## config.mk

```make
export PLATFORM = sky130hd
export DESIGN_NAME = i2c_master_bit_engine_top
export DESIGN_NICKNAME = d
export VERILOG_FILES = /design/src/rtl/core/i2cmbe_pkg.sv /design/src/rtl/core/i2c_master_bit_engine_top.sv
export SDC_FILE = /design/constraint.sdc
export NUM_CORES = 1
export LEC_CHECK = 0
export BUFFER_PORTS_ARGS = -buffer_cell sky130_fd_sc_hd__buf_2
export CORE_MARGIN = 3
export CORE_UTILIZATION = 46
export DETAILED_ROUTE_END_ITERATION = 8
export HOLD_SLACK_MARGIN = 0.02
export PLACE_DENSITY = 0.67
export SLEW_MARGIN = 10
export SYNTH_ARGS = -nofsm -noshare
export SYNTH_HDL_FRONTEND = slang
export SYNTH_SLANG_ARGS = --single-unit
```

## constraint.sdc

```tcl
create_clock -name aclk -period 4.65 [get_ports aclk]
set_input_delay 0.465 -clock aclk [delete_from_list [all_inputs] [get_ports aclk]]
set_output_delay 0.465 -clock aclk [all_outputs]
set_load 0.05 [all_outputs]
```

## src/rtl/core/i2cmbe_pkg.sv

```systemverilog
package i2cmbe_pkg;

    typedef enum logic [2:0] {
        MODE_START = 3'd0,
        MODE_STOP  = 3'd1,
        MODE_WRITE = 3'd2,
        MODE_READ  = 3'd3,
        MODE_SACK  = 3'd4,
        MODE_RACK  = 3'd5
    } mode_t;

    typedef struct packed {
        logic       cmd_valid;
        logic [2:0] mode;
        logic [7:0] tx_byte;
        logic       ack_out;
        logic       sda_in;
    } in_t;

    typedef struct packed {
        logic       scl_level;
        logic       sda_level;
        logic       busy_res;
        logic       done_res;
        logic [7:0] rx_byte;
        logic       rx_ack;
        logic       rejected;
    } out_t;

    localparam logic [7:0] RX_CLEAR = 8'h00;

    // Number of phase ticks per command
    function automatic logic [4:0] phase_len(input mode_t m);
        logic [4:0] len;
        begin
            case (m)
                MODE_START: len = 5'd4;
                MODE_STOP:  len = 5'd3;
                MODE_WRITE: len = 5'd24;
                MODE_READ:  len = 5'd25;
                MODE_SACK:  len = 5'd3;
                MODE_RACK:  len = 5'd4;
                default:    len = 5'd4;
            endcase
            return len;
        end
    endfunction

endpackage

```

## src/rtl/core/i2c_master_bit_engine_top.sv

```systemverilog
// I2C master bit engine.
// s_ side: one transaction per bus phase tick, carrying an optional command
// (start, stop, write byte, read byte, send ack, receive ack) and the sampled
// SDA level. m_ side: one result transaction per tick with the SCL/SDA drive
// levels, busy, done, received byte/ack and a rejected flag.
// A command accepted while idle runs its first phase on that same tick; the
// following phases each take one further input transaction. Commands offered
// while busy, or with an unknown mode, are dropped and flagged as rejected.
// Each result is registered and shows on m_ side in the cycle after its input.
// Throughput: one transaction per cycle while results are taken; the phase
// step is a single register stage of small next-state logic feeding the
// output register. If the receiver stalls, the result is held in the output
// register and s_ready falls only while a held result is not being taken.
// Reset (aresetn low, synchronous): sequencer idle, both lines released,
// received ack set to one, no result pending.
module i2c_master_bit_engine_top
    import i2cmbe_pkg::*;
(
    input  logic aclk,
    input  logic aresetn,
    input  logic s_valid,
    output logic s_ready,
    input  in_t  s_data,
    output logic m_valid,
    input  logic m_ready,
    output out_t m_data
);

    mode_t      cmd_reg, cmd_next;
    logic [4:0] phase_reg, phase_next;
    logic [1:0] sub_reg, sub_next;
    logic [2:0] bit_reg, bit_next;
    logic       run_reg, run_next;
    logic [7:0] tx_reg, tx_next;
    logic       ack_reg, ack_next;
    logic [7:0] rx_reg, rx_next;
    logic       acks_reg, acks_next;
    logic       scl_reg, scl_next;
    logic       sda_reg, sda_next;
    logic       m_valid_reg;
    out_t       m_data_reg, m_data_next;
    logic       accept;

    assign s_ready = !m_valid_reg || m_ready;
    assign accept  = s_valid && s_ready;
    assign m_valid = m_valid_reg;
    assign m_data  = m_data_reg;

    always_comb begin
        logic rejected;
        logic done;
        logic step_sub;
        cmd_next   = cmd_reg;
        phase_next = phase_reg;
        sub_next   = sub_reg;
        bit_next   = bit_reg;
        run_next   = run_reg;
        tx_next    = tx_reg;
        ack_next   = ack_reg;
        rx_next    = rx_reg;
        acks_next  = acks_reg;
        scl_next   = scl_reg;
        sda_next   = sda_reg;
        rejected   = 1'b0;
        done       = 1'b0;
        step_sub   = 1'b1;

        if (s_data.cmd_valid) begin
            if (run_reg || (s_data.mode > 3'(MODE_RACK))) begin
                rejected = 1'b1;
            end else begin
                cmd_next   = mode_t'(s_data.mode);
                phase_next = '0;
                sub_next   = '0;
                bit_next   = '0;
                run_next   = 1'b1;
                tx_next    = s_data.tx_byte;
                ack_next   = s_data.ack_out;
                if (s_data.mode == 3'(MODE_READ)) begin
                    rx_next = RX_CLEAR;
                end
            end
        end

        if (run_next) begin
            case (cmd_next)
                MODE_START: begin
                    case (phase_next)
                        5'd0:    sda_next = 1'b1;
                        5'd1:    scl_next = 1'b1;
                        5'd2:    sda_next = 1'b0;
                        default: scl_next = 1'b0;
                    endcase
                end
                MODE_STOP: begin
                    case (phase_next)
                        5'd0:    sda_next = 1'b0;
                        5'd1:    scl_next = 1'b1;
                        default: sda_next = 1'b1;
                    endcase
                end
                MODE_WRITE: begin
                    case (sub_next)
                        2'd0:    sda_next = tx_next[~bit_next];
                        2'd1:    scl_next = 1'b1;
                        default: scl_next = 1'b0;
                    endcase
                end
                MODE_READ: begin
                    if (phase_next == 5'd0) begin
                        // SDA release tick does not count towards the bit slots
                        sda_next = 1'b1;
                        step_sub = 1'b0;
                    end else begin
                        case (sub_next)
                            2'd0: scl_next = 1'b1;
                            2'd1: begin
                                if (s_data.sda_in) begin
                                    rx_next[~bit_next] = 1'b1;
                                end
                            end
                            default: scl_next = 1'b0;
                        endcase
                    end
                end
                MODE_SACK: begin
                    case (phase_next)
                        5'd0:    sda_next = ack_next;
                        5'd1:    scl_next = 1'b1;
                        default: scl_next = 1'b0;
                    endcase
                end
                default: begin
                    case (phase_next)
                        5'd0:    sda_next = 1'b1;
                        5'd1:    scl_next = 1'b1;
                        5'd2:    acks_next = s_data.sda_in;
                        default: scl_next = 1'b0;
                    endcase
                end
            endcase

            if (step_sub) begin
                if (sub_next == 2'd2) begin
                    sub_next = '0;
                    bit_next = bit_next + 3'd1;
                end else begin
                    sub_next = sub_next + 2'd1;
                end
            end

            if ((6'(phase_next) + 6'd1) >= 6'(phase_len(cmd_next))) begin
                done       = 1'b1;
                run_next   = 1'b0;
                phase_next = '0;
            end else begin
                phase_next = phase_next + 5'd1;
            end
        end

        m_data_next.scl_level = scl_next;
        m_data_next.sda_level = sda_next;
        m_data_next.busy_res  = run_next;
        m_data_next.done_res  = done;
        m_data_next.rx_byte   = (done && (cmd_next == MODE_READ)) ? rx_next : 8'h00;
        m_data_next.rx_ack    = done && (cmd_next == MODE_RACK) && acks_next;
        m_data_next.rejected  = rejected;
    end

    always_ff @(posedge aclk) begin
        if (!aresetn) begin
            cmd_reg     <= MODE_START;
            phase_reg   <= '0;
            sub_reg     <= '0;
            bit_reg     <= '0;
            run_reg     <= 1'b0;
            tx_reg      <= '0;
            ack_reg     <= 1'b0;
            rx_reg      <= '0;
            acks_reg    <= 1'b1;
            scl_reg     <= 1'b1;
            sda_reg     <= 1'b1;
            m_valid_reg <= 1'b0;
        end else begin
            if (accept) begin
                cmd_reg   <= cmd_next;
                phase_reg <= phase_next;
                sub_reg   <= sub_next;
                bit_reg   <= bit_next;
                run_reg   <= run_next;
                tx_reg    <= tx_next;
                ack_reg   <= ack_next;
                rx_reg    <= rx_next;
                acks_reg  <= acks_next;
                scl_reg   <= scl_next;
                sda_reg   <= sda_next;
            end
            if (accept) begin
                m_valid_reg <= 1'b1;
            end else if (m_ready) begin
                m_valid_reg <= 1'b0;
            end
        end
    end

    always_ff @(posedge aclk) begin
        if (accept) begin
            m_data_reg <= m_data_next;
        end
    end

endmodule

```

==> metrics <==
status complete, no violations; crit-path max FO 10; max_cap viols 0; H-tree Lvls 2; P&R area growth vs syn 12.0%; crit-path cells nand2b_1, o21ai_1, nand2_1, xnor2_1, nand2_1, o21ai_0, ha_1, nand2b_1, a21o_1, a211o_1, a221oi_4, buf_4, or4_1, nor2_1; synthesized cell area 2800 sq um; final hold vios 0; Final Critical Period 3.58 ns; Total Routing Usage GR 19.5%; most frequent cells in the layout nand2_1 (48), dfxtp_1 (35), buf_2 (33), nor2_1 (20); vias per cell 5.80; number of global-route vias before repair 2248; sequential share of power 47.7%; num ports 34; Comb power frac 20.0%; Inst Count DP 407; die height 84.0 microns; unrepaired setup endpoints after global routing false; Layout Nets 370; initial DRC count 140; largest net degree at the start of global routing 40; P_int 0.000686 W; post-synthesis register bit count 49; commonest non-fill, non-tap cell in the layout nand2_1; initial antenna violation count 0; Max stage delay on crit path 0.40 ns; Synth top area share 25.0%; Crit Path Class reg -> reg; Core Util, Final 54.9%; ANT nets after route 0; Crit-path slowest cell dfxtp_1; post_cts resized 0; Min-Delay Path Class in -> reg; number of synthesized flops with an enable pin 14; Post-CTS Setup Bufs 0; via count 2407; met3 usage 4.44%; Clk pwr share 32.3%; drc violations 0; PortBufs 33; leakage 1.20 nW; die area 7060 sq um; DRT Pass-1 Iters 4; met1 usage 28.7%; Least-Margin Pin Slew 0.896 ns; Avg Inst Size Synth 8.98 sq um; fraction of registers with async set/reset 0%; CP required 4.71 ns; ANT cells 0; Largest delay share family, worst path compound AO/OA/AOI/OAI gates; Power Dens Cells 313 nW/um^2; Max-slew headroom 40.2%; final WL 6650 microns; top_reg_cell synth dfxtp_1; Worst-Skew Late Latency 0.31 ns; Mapped Cells 312; M2 GR Usage 28.6%; Starting Density 49.1%; TritonCTS clock tree done; # clock sinks 49; Die Wd 84.0 microns; first-pass GRT wire length 11400 microns; synth unique cells 58; fmax 279 MHz; CTS clk-pin slew, worst paths 0.10 ns; Area contributors post-synth dfxtp_1 (25%), edfxtp_1 (15%), nand2_1 (6.4%); share of cells above drive strength 1 16.9%; WL/cell 16.0 microns; count of hold-fix buffers inserted at cts 0; TNS Setup 0 ns; Setup Viol. Count Final 0; core area 5710 sq um; buffers plus inverters on the worst setup path 1; sw frac 30.0%; synthesis warning total 0; CP startpoint kind flip-flop; RePlAce Congestion 0.994; crit end category flip-flop; Clock Tree Buf Depth 2; max FFs per register 14; Most Crowded Layer GR met1; Worst EP arrival 3.64 ns; sequential area share after synthesis 40.0%; cell row count 27; Root Buffer clkbuf_8; P_sw 0.000294 W; period utilization 77.0%; Setup Skew 0.0109 ns; VDD IR max 0.000125 V; count of non-filler cells in the finished layout 415; GRT overflow 0; detailed placement HPWL 4860 microns; TritonCTS buffer count 5; biggest area consumer among synthesized cells dfxtp_1; Slew Limit Fails 0; syn_nets 340
[power groups by stage]
stage	combinational [W]	clock, W	sequential, W
global route	0.000216	0.000339	0.000470
detailed placement	0.000195	0	0.000478
CTS	0.000196	0.000324	0.000468
global placement	0.000194	0	0.000477
floorplan	0.000117	0	0.000504
finish	0.000196	0.000316	0.000468
[final timing paths]
kind                            slack, ns                 endpoint              startpoint  depth (start not counted)
worst min-delay path                 0.38   tx_reg[6]$_SDFFE_PN0P_               s_data[8]                          3
worst min register to register       0.46   tx_reg[7]$_SDFFE_PN0P_  tx_reg[7]$_SDFFE_PN0P_                          2
worst max register to register       1.07  m_data[8]$_SDFFCE_PN0P_    run_reg$_SDFFE_PN0P_                         14
worst max-delay path                 1.07  m_data[8]$_SDFFCE_PN0P_    run_reg$_SDFFE_PN0P_                         14
[worst min-delay path: cells and delay by family]
kind	cells	cell delay, ns
buffers and inverters	1	0.09
AO/OA/AOI/OAI	1	0.05
AND/OR/NAND/NOR	1	0.04
[kinds of logic after synthesis]
logic type | share of synthesized area [%]
DFF | 40.0
xor gates and xnor gates | 1.56
buffers and inverters | 3.84
AOI/OAI and AO/OA | 24.2
adders and majority gates | 4.47
muxes | 3.44
and+or+nand+nor | 22.5
[stage by stage]
step	power [W]	instance area, sq um	hold slack, ns	setup slack [ns]
after floorplan	0.000621	2800	0.432	1.41
after global placement	0.000672	3020	0.443	1.07
after detailed placement	0.000673	3020	0.447	0.966
after CTS	0.000987	3140	0.379	1.10
after global routing	0.00103	3140	0.390	0.655
final	0.000981	3140	0.383	1.07
[metal layers]
layer  up-vias  part of all wire (%)  wire (microns)
met3         8                   6.8             450
met1      1108                    49            3250
met2        90                    43            2880
met5         -                     0               0
li1       1201                     -               -
met4         0                   1.1              75
[layout make-up]
| class | count | area, sq um |
|---|---|---|
| inverters | 14 | 52.6 |
| well taps | 72 | 90.1 |
| clock inverters | 3 | 43.8 |
| fillers | 535 | 2570 |
| clock buffers | 5 | 68.8 |
| multi-input cells | 236 | 1570 |
| flip-flops and latches | 49 | 1120 |
| repair buffers | 36 | 188 |
[cell usage after synthesis (all sizes together) (3+ instances only)]
cell type and instances:
a211oi 4, o22ai 3, xnor2 3, nand2 48, nor3b 4, nand2b 3, o21a 4, nor2 20
and2 7, buf 5, nor2b 11, clkbuf 8, a21oi 11, o21ai 12, nand3 10, a21boi 18
nor4 4, mux2i 4, nor3 4, a32oi 8, edfxtp 14, a22oi 11, inv 14, dfxtp 35
ha 10
Note: power is estimated with default switching activity, not from simulation.
